File: config.mk
export PLATFORM = sky130hd
export DESIGN_NAME = aat_size_stage
export DESIGN_NICKNAME = d
export VERILOG_FILES = /design/src/rtl/aat_pkg.sv /design/src/rtl/aat_size_stage.sv
export SDC_FILE = /design/constraint.sdc
export NUM_CORES = 1
export LEC_CHECK = 0
export BUFFER_PORTS_ARGS = -buffer_cell sky130_fd_sc_hd__buf_2
export CAP_MARGIN = 20
export CORE_AREA = 2 2 223 225
export CTS_CLUSTER_SIZE = 30
export DETAILED_ROUTE_END_ITERATION = 10
export DIE_AREA = 0 0 225 227
export PLACE_DENSITY_LB_ADDON = 0.25
export SLEW_MARGIN = 20
export SYNTH_ARGS = -nofsm -noshare
export SYNTH_HDL_FRONTEND = slang
export SYNTH_SLANG_ARGS = --single-unit
export TNS_END_PERCENT = 50
File: constraint.sdc
create_clock -name i_clk -period 13.6 [get_ports i_clk]
set_input_delay 1.36 -clock i_clk [delete_from_list [all_inputs] [get_ports i_clk]]
set_output_delay 1.36 -clock i_clk [all_outputs]
set_load 0.01 [all_outputs]
File: src/rtl/aat_pkg.sv
// ----------------------------------------------------------------------------
// aat_pkg
// Shared widths, types, reset values and helpers for the box transform.
// ----------------------------------------------------------------------------
package aat_pkg;

    localparam int COORD_W    = 32;                     // Q16.16 coordinate
    localparam int COEF_W     = 16;                     // Q4.12 coefficient
    localparam int COEF_FRAC  = 12;
    localparam int MUL_W      = COORD_W + COEF_W;       // exact product
    localparam int PROD_W     = MUL_W - COEF_FRAC;      // floored product
    localparam int SUM_W      = PROD_W + 2;             // three products + shift
    localparam int EXT_W      = COORD_W - 1;
    localparam int ROW_W      = 3 * COEF_W;
    localparam int CFG_IDX_W  = 3;
    localparam int CFG_DATA_W = ROW_W;
    localparam int IN_TDATA_W  = 6 * COORD_W;
    localparam int OUT_FIELD_W = 9 * COORD_W + 3 * EXT_W;
    localparam int OUT_TDATA_W = ((OUT_FIELD_W + 7) / 8) * 8;

    // Register indexes
    localparam logic [CFG_IDX_W-1:0] CFG_ROW_X   = 3'd0;
    localparam logic [CFG_IDX_W-1:0] CFG_ROW_Y   = 3'd1;
    localparam logic [CFG_IDX_W-1:0] CFG_ROW_Z   = 3'd2;
    localparam logic [CFG_IDX_W-1:0] CFG_SHIFT_X = 3'd3;
    localparam logic [CFG_IDX_W-1:0] CFG_SHIFT_Y = 3'd4;
    localparam logic [CFG_IDX_W-1:0] CFG_SHIFT_Z = 3'd5;

    // Identity matrix: 1.0 on the diagonal
    localparam logic [ROW_W-1:0] ROW_X_RST = 48'h0000_0000_1000;
    localparam logic [ROW_W-1:0] ROW_Y_RST = 48'h0000_1000_0000;
    localparam logic [ROW_W-1:0] ROW_Z_RST = 48'h1000_0000_0000;

    typedef logic signed [COORD_W-1:0] t_coord;
    typedef logic signed [COEF_W-1:0]  t_coef;
    typedef logic signed [PROD_W-1:0]  t_prod;
    typedef logic signed [SUM_W-1:0]   t_sum;
    typedef logic        [EXT_W-1:0]   t_extent;

    typedef t_coord [2:0]      t_vec3;      // [0] = x in the low bits
    typedef t_coef  [2:0][2:0] t_coef_mat;  // [input axis][output axis]
    typedef t_prod  [2:0][2:0] t_prod_mat;  // [input axis][output axis]

    typedef struct packed {
        t_vec3 hi;
        t_vec3 lo;
    } t_box;

    typedef struct packed {
        t_prod_mat hi;
        t_prod_mat lo;
    } t_prods;

    typedef struct packed {
        t_vec3          ctr;
        t_extent [2:0]  ext;
        t_vec3          hi;
        t_vec3          lo;
    } t_result;

    function automatic t_sum prod_to_sum(input t_prod p);
        return {{(SUM_W - PROD_W){p[PROD_W-1]}}, p};
    endfunction

    function automatic t_sum coord_to_sum(input t_coord c);
        return {{(SUM_W - COORD_W){c[COORD_W-1]}}, c};
    endfunction

    // Clamp a wide sum to the coordinate range
    function automatic t_coord sat_coord(input t_sum v);
        logic hi_same;
        hi_same = (v[SUM_W-1:COORD_W-1] == {(SUM_W - COORD_W + 1){v[SUM_W-1]}});
        if (hi_same)
            return v[COORD_W-1:0];
        else if (v[SUM_W-1])
            return {1'b1, {(COORD_W - 1){1'b0}}};
        else
            return {1'b0, {(COORD_W - 1){1'b1}}};
    endfunction

endpackage

File: src/rtl/aat_size_stage.sv
// ----------------------------------------------------------------------------
// aat_size_stage
// Extent and center per axis; this register is the output register.
// ----------------------------------------------------------------------------
module aat_size_stage import aat_pkg::*; (
    input  logic    i_clk,
    input  logic    i_rst_n,
    input  logic    i_valid,
    output logic    o_ready,
    input  t_box    i_box,
    output logic    o_valid,
    input  logic    i_ready,
    output t_result o_result
);

    logic                 r_valid;
    t_result              r_result;
    t_result              n_result;
    logic [COORD_W:0]     diff [3];
    logic [COORD_W-1:0]   mid  [3];

    assign o_ready  = !r_valid || i_ready;
    assign o_valid  = r_valid;
    assign o_result = r_result;

    always_comb begin
        for (int a = 0; a < 3; a++) begin
            // hi >= lo always, so the difference is non-negative
            diff[a] = {i_box.hi[a][COORD_W-1], i_box.hi[a]}
                    - {i_box.lo[a][COORD_W-1], i_box.lo[a]};
            // true midpoint always lies in range, so a wrapping add is exact
            mid[a]  = i_box.lo[a] + diff[a][COORD_W:1];
            n_result.lo[a]  = i_box.lo[a];
            n_result.hi[a]  = i_box.hi[a];
            n_result.ext[a] = (diff[a][COORD_W] || diff[a][COORD_W-1]) ?
                              {EXT_W{1'b1}} : diff[a][EXT_W-1:0];
            n_result.ctr[a] = mid[a];
        end
    end

    always_ff @(posedge i_clk) begin
        if (!i_rst_n) begin
            r_valid <= 1'b0;
        end else if (o_ready) begin
            r_valid <= i_valid;
        end
    end

    always_ff @(posedge i_clk) begin
        if (o_ready && i_valid) begin
            r_result <= n_result;
        end
    end

endmodule

Word level (Yosys, flattened, before mapping)
Cells that the tools add are included.

word-level totals
  register bits = 382
  latch bits = 0
  bits in writable memories = 0
  bits in read-only memories = 0
  input port bits = 196
  output and inout bits = 383
  memories kept = 0

operators by class
  add/subtract/negate cells = 6
  multiply operators = 0
  div/mod/pow operators = 0
  order comparisons = 0
  equal/unequal tests = 0
  shifts and indexed selects = 0
  multiplexer cells = 0
  bitwise operators = 0
  reduce and logical (&&, ||, !) cells = 6

operators by type and width
  cell                 number
  $sub A32 B32 Y33     3
  $add A32 B32 Y32     3
  $logic_or A1 B1 Y1   4
  $logic_and A1 B1 Y1  1
  $logic_not A1 Y1     1

Logic depth before layout (Yosys ltp)
  depth in word-level cells = 3
  gate-level depth with buffers = 24
  depth with buffers taken out = 24

Least setup slack after synthesis
Ideal clock, no wire load.

  path type = input-to-reg
  start point = input i_ready
  end point = register r_result (netlist bit o_result[0]) (enable)
  arrival time = 10207 ps
  required time = 12805 ps
  path slack = 2599 ps
  stages on the path = 2
  buffers on the path = 0
  cell sequence = nand2b_1 -> and2_1

on the way
  cells in the longest elaborated chain, start to end = 2

ends and longest elaborated chain
  item                    line                  RTL
  start: declaration      aat_size_stage.sv:12  input logic i_ready,
  $logic_or A1 B1 Y1      aat_size_stage.sv:22  assign o_ready = !r_valid || i_ready;
  $logic_and A1 B1 Y1     aat_size_stage.sv:50  if (o_ready && i_valid) begin
  end signal: assignment  aat_size_stage.sv:51  r_result <= n_result;
  end: declaration        aat_size_stage.sv:17  t_result r_result;

Every way passes these cells.
A chain may end at the register's enable or synchronous reset.

==> results.cfg <==
[critical_path]
cp.arrival_ns = 6.11
crit_fanout = 5
critPathCapture = o_result[314]
r2r_setup_slack_ns = 11.13
cp-startpoint = i_box[96]
reg2reg_depth = 3
cp-start-kind = input port
rr_endpoint = o_result[268]
cp.required_ns = 13.94
reg2reg_from = o_valid
crit_path_end_kind = flip-flop
criticalPathCategory = input port to flip-flop

[sta]
skew_ns = 0.0170
fmax_mhz = 173
tightest_slew_ns = 1.04
period_minus_slack_ns = 5.78
fin_tns_setup_ns = 0
hold_viol = 0
slew_viol_final = 0
rsz0062_at_grt = no
layout_setup_ws_ns = 7.82
relSlewSlack_pct = 30.9
finalSetupViolations = 0
fin_hold_ws_ns = 0.548
finalCritPeriodShare_pct = 42.5

[clock_network]
cts_root_buf = clkbuf_16
clk_pin_slew_ns = 0.06
insertion_delay_ns = 0.59
clk_path_buf_depth = 3
cts_buffers = 43
cts_max_level = 2
holdBufCountCts = 0
numClockSinks = 382
cts_tree = done
post_cts_buffers = 0
cts_resized = 0

[finish]
layout.nets = 2862
flow.area_growth_from_synthesis_pct = 23.6
fin_cells = 3127
fillers = 4212
stdcell_area_um2 = 26800
drive_gt1_share_pct = 27.1

[worst_hold_path]
hold_class = flip-flop to flip-flop

[yosys]
ys.flop_type = edfxtp_1
ys_seq_area_share_pct = 52.8
yosysTopAreaCell = edfxtp_1
synth.distinct_cells = 77
syn_nets = 2255
postSynth.asyncResetShare_pct = 0
synth_top_area_share_pct = 52.7
synth.avg_cell_area_um2 = 11.6
syn_inst = 1863
yosysWarnings = 0
syn_area_um2 = 21700
synth_edf_count = 381
ys_top_cells_by_area = edfxtp_1 (53%), ha_1 (11%), xnor2_1 (4.4%)
yosys_register_bits = 382

[global_routing]
grt_pass1_vias = 16600
grt_util_all_layers_pct = 23.3
overflow = 0
grt_max_degree = 171
grt_pass1_wl_um = 92300
antenna_found_initial = 4

[routing]
drc = 0
postRouteAntennaNets = 0
routedWlPerCell_um = 19.8
top_layer = met5
drt_pre_antenna_iters = 5
wl_met3_um = 4150
route.met2.wl_um = 30900
via_per_inst = 5.44
vias = 17000
wl_met1_um = 25300
drt-initial-drc-count = 1268
drt_wl_total_um = 61800

[pwr]
ir_drop_mv = 0.104
power_per_cell_area_nw_per_um2 = 150
leakagePower_nw = 11.6

[placed_design]
dp_slack_ns = 7.28
dpl-instance-area_um2 = 25300
dp_hpwl_um = 49100
placedCellCount = 3047
place.gp.congestion = 0.980
port_buffers = 578

[die]
initial_utilization_pct = 44.7
core_area_um2 = 48500
ioPinCount = 579
die_x_um = 225
row_count = 81
die-height_um = 227
die-area_um2 = 51100

[status]
outcome = finished, final reports clean

[flow_run]
drv_cap = 0
[cell type report]
class / instances / area, um2 / area share (%)
clock buffer: 49 / 1100 / 4.10
sequential: 382 / 11500 / 42.8
antenna: 3 / 7.51 / 0.0280
multi-input combinational: 1316 / 9590 / 35.8
clock inverter: 28 / 389 / 1.45
inverter: 144 / 541 / 2.02
tap: 622 / 778 / 2.90
timing repair buffer: 583 / 2940 / 11.0
[layer usage]
| layer | vias up | global-route usage, % |
|---|---|---|
| li1 | 8155 | - |
| met1 | 8174 | 28.8 |
| met2 | 581 | 41.1 |
| met3 | 90 | 5.25 |
| met4 | 2 | 6.47 |
| met5 | - | 0 |
[cell families after synthesis]
| kind of cell | synth area share (%) |
|---|---|
| AOI/OAI and AO/OA | 15.2 |
| and+or+nand+nor | 10.9 |
| DFF | 52.8 |
| adders and majority gates | 11.5 |
| buffers and inverters | 2.99 |
| xor gates and xnor gates | 6.34 |
| muxes | 0.138 |
[critical path, stage by stage]
cell	delay [ns]
buf_2	0.12
inv_1	0.05
ha_1	0.15
inv_1	0.05
fa_1	0.43
a211oi_1	0.31
o21a_1	0.27
a21oi_2	0.11
o21ai_0	0.20
nand2b_1	0.11
a21oi_1	0.16
o21bai_1	0.09
xor2_1	0.22
ha_1	0.33
nand3_1	0.10
nand2_1	0.05
a21oi_1	0.30
nand2_1	0.09
o221ai_1	0.55
o21a_1	0.29
o21ai_0	0.27
a221oi_1	0.40
xnor2_1	0.10
[per-stage QoR]
stage          util [%]  total power (W)
3_5_place_dp       52.1          0.00282
5_1_grt            55.2          0.00423
2_1_floorplan         -          0.00242
6_report           55.2          0.00403
3_3_place_gp       52.1          0.00280
4_1_cts            55.2          0.00406
[cell usage after synthesis (4+ instances only)]
library cell,instances
o21bai_1,17
o22ai_1,6
and3_1,16
o31a_1,4
nor3_1,31
buf_2,5
nor2b_1,23
a31oi_1,24
o211ai_1,9
clkbuf_1,11
nand2_1,88
buf_4,4
a21o_1,79
a21boi_0,8
nand3_1,34
o31ai_1,8
or2_2,6
a41oi_1,4
nand4_1,12
a21oi_1,139
o21ai_0,80
nor2_1,107
a31o_2,4
o21ai_1,8
or3_1,7
ha_1,190
nand3b_1,6
a211oi_1,16
and2_1,9
o41ai_1,4
inv_1,144
xor2_1,48
a211o_1,6
o2111ai_1,4
fa_1,6
nand2b_1,107
xnor2_1,109
and4_1,5
nor4_1,4
o21a_1,36
edfxtp_1,381
[placed cells by master, fill, tap and decap left out, types with 5 or more instances in the layout]
| master | synthesis | routed |
|---|---|---|
| ha_1 | 190 | 190 |
| a211o_1 | 6 | 6 |
| o21bai_1 | 17 | 17 |
| nor3_1 | 31 | 31 |
| nand3_1 | 34 | 34 |
| bufinv_16 | 0 | 8 |
| or2_2 | 6 | 6 |
| o22ai_1 | 6 | 6 |
| nand2_1 | 88 | 88 |
| xor2_1 | 48 | 48 |
| edfxtp_1 | 381 | 381 |
| nor2b_1 | 23 | 23 |
| a21o_1 | 79 | 79 |
| fa_1 | 6 | 6 |
| nand3b_1 | 6 | 6 |
| nand2b_1 | 107 | 107 |
| o31ai_1 | 8 | 8 |
| xnor2_1 | 109 | 109 |
| a21boi_0 | 8 | 8 |
| buf_2 | 5 | 578 |
| o21ai_1 | 8 | 8 |
| and3_1 | 16 | 16 |
| o21a_1 | 36 | 36 |
| o21ai_0 | 80 | 80 |
| clkinv_1 | 0 | 6 |
| a211oi_1 | 16 | 16 |
| o211ai_1 | 9 | 9 |
| inv_1 | 144 | 144 |
| and4_1 | 5 | 5 |
| or3_1 | 7 | 7 |
| and2_1 | 9 | 8 |
| nor2_1 | 107 | 107 |
| nand4_1 | 12 | 12 |
| clkbuf_1 | 11 | 6 |
| clkbuf_16 | 0 | 43 |
| clkinv_2 | 0 | 5 |
| a31oi_1 | 24 | 24 |
| a21oi_1 | 139 | 139 |
[flip-flops by register name, indices dropped and copies added (netlist names)]
signal	cells
o_valid	1
o_result	381
[where the power goes]
part	switching (W)	leakage, nW	total [W]	internal [W]
Combinational	0.000753	7.28	0.00126	0.000505
Clock	0.000487	0.716	0.00123	0.000738
Sequential	0.0000377	3.58	0.00154	0.00151
[how the worst min path moves through the flow]
stage,depth (start not counted),to,start
finish,2,o_valid,o_valid
global route,2,o_valid,o_valid
CTS,2,o_valid,o_valid
detailed placement,2,o_valid,o_valid
global placement,2,o_valid,o_valid
floorplan,2,o_valid,o_valid
(Power assumes the default switching activity.)
