$ cat src/rtl/aat_pkg.sv
// ----------------------------------------------------------------------------
// aat_pkg
// Shared widths, types, reset values and helpers for the box transform.
// ----------------------------------------------------------------------------
package aat_pkg;

    localparam int COORD_W    = 32;                     // Q16.16 coordinate
    localparam int COEF_W     = 16;                     // Q4.12 coefficient
    localparam int COEF_FRAC  = 12;
    localparam int MUL_W      = COORD_W + COEF_W;       // exact product
    localparam int PROD_W     = MUL_W - COEF_FRAC;      // floored product
    localparam int SUM_W      = PROD_W + 2;             // three products + shift
    localparam int EXT_W      = COORD_W - 1;
    localparam int ROW_W      = 3 * COEF_W;
    localparam int CFG_IDX_W  = 3;
    localparam int CFG_DATA_W = ROW_W;
    localparam int IN_TDATA_W  = 6 * COORD_W;
    localparam int OUT_FIELD_W = 9 * COORD_W + 3 * EXT_W;
    localparam int OUT_TDATA_W = ((OUT_FIELD_W + 7) / 8) * 8;

    // Register indexes
    localparam logic [CFG_IDX_W-1:0] CFG_ROW_X   = 3'd0;
    localparam logic [CFG_IDX_W-1:0] CFG_ROW_Y   = 3'd1;
    localparam logic [CFG_IDX_W-1:0] CFG_ROW_Z   = 3'd2;
    localparam logic [CFG_IDX_W-1:0] CFG_SHIFT_X = 3'd3;
    localparam logic [CFG_IDX_W-1:0] CFG_SHIFT_Y = 3'd4;
    localparam logic [CFG_IDX_W-1:0] CFG_SHIFT_Z = 3'd5;

    // Identity matrix: 1.0 on the diagonal
    localparam logic [ROW_W-1:0] ROW_X_RST = 48'h0000_0000_1000;
    localparam logic [ROW_W-1:0] ROW_Y_RST = 48'h0000_1000_0000;
    localparam logic [ROW_W-1:0] ROW_Z_RST = 48'h1000_0000_0000;

    typedef logic signed [COORD_W-1:0] t_coord;
    typedef logic signed [COEF_W-1:0]  t_coef;
    typedef logic signed [PROD_W-1:0]  t_prod;
    typedef logic signed [SUM_W-1:0]   t_sum;
    typedef logic        [EXT_W-1:0]   t_extent;

    typedef t_coord [2:0]      t_vec3;      // [0] = x in the low bits
    typedef t_coef  [2:0][2:0] t_coef_mat;  // [input axis][output axis]
    typedef t_prod  [2:0][2:0] t_prod_mat;  // [input axis][output axis]

    typedef struct packed {
        t_vec3 hi;
        t_vec3 lo;
    } t_box;

    typedef struct packed {
        t_prod_mat hi;
        t_prod_mat lo;
    } t_prods;

    typedef struct packed {
        t_vec3          ctr;
        t_extent [2:0]  ext;
        t_vec3          hi;
        t_vec3          lo;
    } t_result;

    function automatic t_sum prod_to_sum(input t_prod p);
        return {{(SUM_W - PROD_W){p[PROD_W-1]}}, p};
    endfunction

    function automatic t_sum coord_to_sum(input t_coord c);
        return {{(SUM_W - COORD_W){c[COORD_W-1]}}, c};
    endfunction

    // Clamp a wide sum to the coordinate range
    function automatic t_coord sat_coord(input t_sum v);
        logic hi_same;
        hi_same = (v[SUM_W-1:COORD_W-1] == {(SUM_W - COORD_W + 1){v[SUM_W-1]}});
        if (hi_same)
            return v[COORD_W-1:0];
        else if (v[SUM_W-1])
            return {1'b1, {(COORD_W - 1){1'b0}}};
        else
            return {1'b0, {(COORD_W - 1){1'b1}}};
    endfunction

endpackage

$ cat src/rtl/aat_bound_stage.sv
// ----------------------------------------------------------------------------
// aat_bound_stage
// Per-axis min and max of the transformed corners, saturated.
// ----------------------------------------------------------------------------
module aat_bound_stage import aat_pkg::*; (
    input  logic   i_clk,
    input  logic   i_rst_n,
    input  logic   i_valid,
    output logic   o_ready,
    input  t_prods i_prods,
    input  t_vec3  i_shift,
    output logic   o_valid,
    input  logic   i_ready,
    output t_box   o_box
);

    logic r_valid;
    t_box r_box;
    t_box n_box;
    t_sum s_lo [3];
    t_sum s_hi [3];

    assign o_ready = !r_valid || i_ready;
    assign o_valid = r_valid;
    assign o_box   = r_box;

    // Each product is monotonic in its coordinate, so the extreme corner
    // picks the smaller / larger product term by term.
    always_comb begin
        for (int a = 0; a < 3; a++) begin
            s_lo[a] = coord_to_sum(i_shift[a]);
            s_hi[a] = coord_to_sum(i_shift[a]);
            for (int i = 0; i < 3; i++) begin
                if (i_prods.lo[i][a] < i_prods.hi[i][a]) begin
                    s_lo[a] = s_lo[a] + prod_to_sum(i_prods.lo[i][a]);
                    s_hi[a] = s_hi[a] + prod_to_sum(i_prods.hi[i][a]);
                end else begin
                    s_lo[a] = s_lo[a] + prod_to_sum(i_prods.hi[i][a]);
                    s_hi[a] = s_hi[a] + prod_to_sum(i_prods.lo[i][a]);
                end
            end
            n_box.lo[a] = sat_coord(s_lo[a]);
            n_box.hi[a] = sat_coord(s_hi[a]);
        end
    end

    always_ff @(posedge i_clk) begin
        if (!i_rst_n) begin
            r_valid <= 1'b0;
        end else if (o_ready) begin
            r_valid <= i_valid;
        end
    end

    always_ff @(posedge i_clk) begin
        if (o_ready && i_valid) begin
            r_box <= n_box;
        end
    end

endmodule

$ cat config.mk
export PLATFORM = sky130hd
export DESIGN_NAME = aat_bound_stage
export DESIGN_NICKNAME = d
export VERILOG_FILES = /design/src/rtl/aat_pkg.sv /design/src/rtl/aat_bound_stage.sv
export SDC_FILE = /design/constraint.sdc
export NUM_CORES = 2
export LEC_CHECK = 0
export BUFFER_PORTS_ARGS = -buffer_cell sky130_fd_sc_hd__buf_2
export CAP_MARGIN = 20
export CORE_ASPECT_RATIO = 2
export CORE_MARGIN = 3
export CORE_UTILIZATION = 25
export CTS_CLUSTER_DIAMETER = 200
export DETAILED_ROUTE_END_ITERATION = 8
export GPL_TIMING_DRIVEN = 0
export SYNTH_ARGS = -nofsm -noshare
export SYNTH_HDL_FRONTEND = slang
export SYNTH_SLANG_ARGS = --single-unit
export TNS_END_PERCENT = 10
$ cat constraint.sdc
create_clock -name i_clk -period 21.5 [get_ports i_clk]
set_clock_uncertainty 0.2 [all_clocks]
set_input_delay 0 -clock i_clk [delete_from_list [all_inputs] [get_ports i_clk]]
set_output_delay 0 -clock i_clk [all_outputs]
set_load 0.02 [all_outputs]
* Word-level counts from Yosys, hierarchy flattened *
Cells that the tools add are included.

operators by class
  eq/ne operators = 6
  reductions and logical operators = 3
  magnitude comparators = 9
  muxes and demuxes = 30
  $add $sub $neg = 30

operators by type and width
  operator             count
  $add A38 B36 Y38     24
  $mux W38             18
  $mux W32             12
  $lt A36 B36 Y1       9
  $add A32 B36 Y37     6
  $eq A6 B6 Y1         6
  $logic_and A1 B1 Y1  1
  $logic_not A1 Y1     1
  $logic_or A1 B1 Y1   1

storage, ports and cells
  flip-flop bits (word level) = 193
  logic and storage cells = 85
  output and inout bits = 194
  input port bits = 748

* Depth between registers and ports, before layout *
  word-level depth = 8
  depth in mapped cells = 44

* Worst setup path before layout *
Ideal clock, no wire load.

  kind = input -> register
  start point = in i_prods[437] (netlist bit)
  end point = reg r_box (netlist bit o_box[0]), data pin
  path slack = 13.224 ns
  arrival = 7.947 ns
  buffers on the path = 2
  stages = 41
  setup time = 0.130 ns
  path through = inv_1 > ha_1 > a21o_1 > a21o_1 > a21o_1 > a21oi_1 > nor2_1 > a2111oi_0 > o21ai_1 > a221o_1 > a2111oi_0 > nor2_1 > mux2i_2 > buf_4 > mux2_2 > ha_1 > a21o_1 > a21o_1 > (+5 left out) > o21ai_0 > nand2b_1 > a21o_1 > a21oi_1 > xnor2_1 > ha_1 > o21ai_0 > nand2b_1 > a31oi_1 > o21ai_0 > a2111oi_0 > o21ai_0 > a21o_1 > a21oi_1 > xor2_1 > o31ai_1 > clkbuf_1 > a21o_1

RTL lines
  what                  line                   text
  from (decl)           aat_bound_stage.sv:10  input t_prods i_prods,
  to (signal assigned)  aat_bound_stage.sv:57  r_box <= n_box;
  to (decl)             aat_bound_stage.sv:18  t_box r_box;

==> qor.yml <==
run_status:
  status: "finished, final reports clean"
pwr:
  leakage_nw: 30.6
  ir_drop_mv: 0.210
  pwr-share-comb_pct: 87.4
  clockPowerShare_pct: 3.7
  p_per_area_nw_per_um2: 182
  p_seq_share_pct: 8.9
  p_sw_mw: 7.14
  p_sw_share_pct: 61.4
  internal_power_mw: 4.49
cts:
  clock-sinks: 193
  insertion_delay_ns: 0.57
  cts_hold_buf: 17
  root_buffer: "clkbuf_16"
  cts_max_path_buffers: 3
  ctsHtreeMaxLevel: 4
  cts_setup_buffers: 0
  cts_resized: 0
  clk_pin_slew_worst_paths_ns: 0.07
  cts_inserted_buffers: 25
  cts_tree: "done"
worst_setup_path:
  path_class: "input port to flip-flop"
  cp_num_buf_inv: 6
  critical_path.top_delay_family: "compound AO/OA/AOI/OAI gates"
  worstSetupEndpointType: "flip-flop"
  timing.rr.start: "o_valid$_SDFFE_PN0N_"
  crit_required_ns: 21.44
  critPathLaunchType: "input port"
  ff2ff_path_depth: 5
  arrival_ns: 13.40
  critPathMaxStageDelay_ns: 0.87
  regToRegEndpoint: "o_box[75]$_DFFE_PP_"
  timing.critical_path.mode_cell: "a21oi_1"
  slowest_stage: "o311ai_0"
  crit_fanout: 10
  r2r_slack_ns: 18.76
timing:
  worstMarginPinSlew_ns: 1.31
  layout_min_cycle_time_ns: 13.45
  fin_crit_sh_pct: 62.6
  slew_headroom_pct: 12.5
  rsz0062_at_grt: "no"
  hold_violations: 0
  setup_ws_ns: 8.05
  final-setup-viol-count: 0
  report.final.slew_viol_count: 0
  finalSetupTns_ns: 0
  max_freq_ghz: 0.0743
placement:
  gp_congestion: 1.02
  numPortBuffers: 941
  preCtsSetupSlack_ns: 7.52
  dpl.hpwl_mm: 299
  dp.cells: 10500
synth:
  synth_xor_area_share_pct: 9.60
  synth-simple-area-share_pct: 13.0
  netlist.area_leader.share_pct: 22.6
  seq_area_frac_synth_pct: 10.7
  synth_nets: 8493
  ys_ff_latch: 193
  synthMuxAreaShare_pct: 10.9
  synth_top_area_cell: "ha_1"
  synth_cell_types: 100
  synth_fa_ha_area_share_pct: 23.3
  synthesis.area_um2: 53900
  synth_top_family_by_area: "compound AO/OA/AOI/OAI gates"
  syn_inst: 6752
  yosys_warnings: 0
  synth_area_leaders: "ha_1 23%, edfxtp_1 11%, mux2_2 9.8%, a21oi_1 6.9%, a21o_1 6.6%"
  ys.flop_type: "edfxtp_1"
  synth_compound_area_share_pct: 27.7
  syn_area_per_cell_um2: 7.98
  synth_edf_count: 192
  synth-async-reset-ratio_pct: 0
floorplanning:
  die_area_um2: 221000
  die_height_um: 663
  rows: 240
  start_util_pct: 25.2
  coreArea_um2: 214000
  die-width_um: 334
  ios: 942
routing:
  drt-total-wl_mm: 328
  via_count: 57500
  antenna_left: 0
  wire_per_inst_um: 30.6
  drcViolationCount: 0
  first_iter_violations: 2937
  viasPerCell: 5.36
  dr.pass1.iters: 7
global_route:
  track_usage_pct: 28.3
  grt_pass1_vias: 59400
  grt_max_degree: 58
  gr-total-overflow: 0
  antenna_found_initial: 318
  grt_pass1_wl_mm: 437
worst_hold_path:
  holdPathEnd: "o_box[159]$_DFFE_PP_"
  min_from: "i_prods[287]"
  min_path_type: "input port to flip-flop"
  hold_path_depth: 5
final_layout:
  layout-drive-gt1-share_pct: 20.3
  nets: 9519
  area_growth_pct: 18.8
  finalNonFillerCells: 10700
job:
  max-cap-violations: 0
==> worst max path at each step <==
stage / endpoint / depth (start not counted) / start
2_1_floorplan: o_box[0]$_DFFE_PP_ / 41 / i_prods[437]
3_3_place_gp: o_box[23]$_DFFE_PP_ / 36 / i_prods[343]
3_5_place_dp: o_box[46]$_DFFE_PP_ / 39 / i_prods[361]
4_1_cts: o_box[46]$_DFFE_PP_ / 39 / i_prods[361]
5_1_grt: o_box[46]$_DFFE_PP_ / 41 / i_prods[361]
6_report: o_box[46]$_DFFE_PP_ / 39 / i_prods[361]
==> kinds of logic (layout without fill, tap and decap cells) <==
family	count (synthesis)	in the layout
DFF	193	193
muxes	526	526
AOI/OAI and AO/OA	2355	2355
adders and majority gates	993	993
xor gates and xnor gates	589	589
and+or+nand+nor	1431	1431
other	0	156
buffers and inverters	665	1697
==> layer usage <==
layer	GRT usage (%)	vias up	share of wire [%]
li1	-	27300	-
met1	21.2	26900	28
met2	53.9	2098	52
met3	10.7	913	8.8
met4	25.9	230	11
met5	0	-	0.45
==> state kept, by name (all words and copies together) (netlist names) <==
signal   count
o_box      192
o_valid      1
==> cell usage in the layout, fill, tap and decap left out, types with 96 or more instances in the layout <==
cell,count
xnor2_1,390
o21a_1,135
nor2b_1,96
ha_1,975
nor2_1,332
clkbuf_1,102
xor2_1,198
a21o_1,473
edfxtp_1,192
buf_2,950
diode_2,156
mux2_2,470
nand2_1,402
o21bai_1,96
inv_1,522
nand2b_1,107
nand3_1,142
nand4_1,99
o21ai_0,477
a21oi_1,743
==> power by group through the flow <==
stage	registers (mW)	clock network [mW]	logic, mW
after floorplan	1.23	0	5.53
after global routing	1.04	0.460	10.7
after global placement	1.05	0	9.84
after detailed placement	1.04	0	10.1
after CTS	1.04	0.453	10.1
final	1.03	0.435	10.2
==> layout make-up <==
| type | count | area [µm²] |
|---|---|---|
| repair buffers | 999 | 5420 |
| inverters | 522 | 1960 |
| flip-flops and latches | 193 | 5790 |
| multi-input cells | 5894 | 45600 |
| clock inverters | 7 | 111 |
| diodes | 156 | 390 |
| clock buffers | 26 | 639 |
| fillers | 23300 | 150000 |
| plain buffers | 143 | 621 |
| well taps | 2783 | 3480 |
==> cells in the mapped netlist (33+ instances only) <==
| cell | instances |
|---|---|
| o21bai_1 | 96 |
| xnor2_1 | 390 |
| nor2_1 | 332 |
| nand4_1 | 99 |
| a21o_1 | 473 |
| nor2b_1 | 96 |
| nand2b_1 | 107 |
| nand2_1 | 402 |
| edfxtp_1 | 192 |
| a31oi_1 | 66 |
| clkbuf_1 | 105 |
| a211oi_1 | 40 |
| o211ai_1 | 40 |
| o21ai_0 | 480 |
| o31ai_1 | 33 |
| xor2_1 | 198 |
| mux2i_1 | 49 |
| nor3_1 | 69 |
| mux2_2 | 470 |
| o21a_1 | 135 |
| ha_1 | 975 |
| inv_1 | 522 |
| a21oi_1 | 743 |
| and3_1 | 42 |
| nand3_1 | 142 |
==> worst reg2reg max path, cell delays in order, from the launching register on <==
cell	delay, ns
dfxtp_1	0.31
nand2b_1	0.10
and2_4	0.56
buf_16	0.35
buf_16	0.35
buf_16	0.45
==> per-stage QoR <==
step	power (mW)	area, µm²	hold slack [ns]	util (%)
after detailed placement	11.1	62700	0.0815	29.3
after global placement	10.9	62100	0.0589	29.0
after global routing	12.2	63800	0.0379	29.8
final	11.6	64000	0.0207	29.9
after floorplan	6.76	53900	-0.0612	-
after CTS	11.6	63600	0.000604	29.7
(Power assumes the default switching activity.)
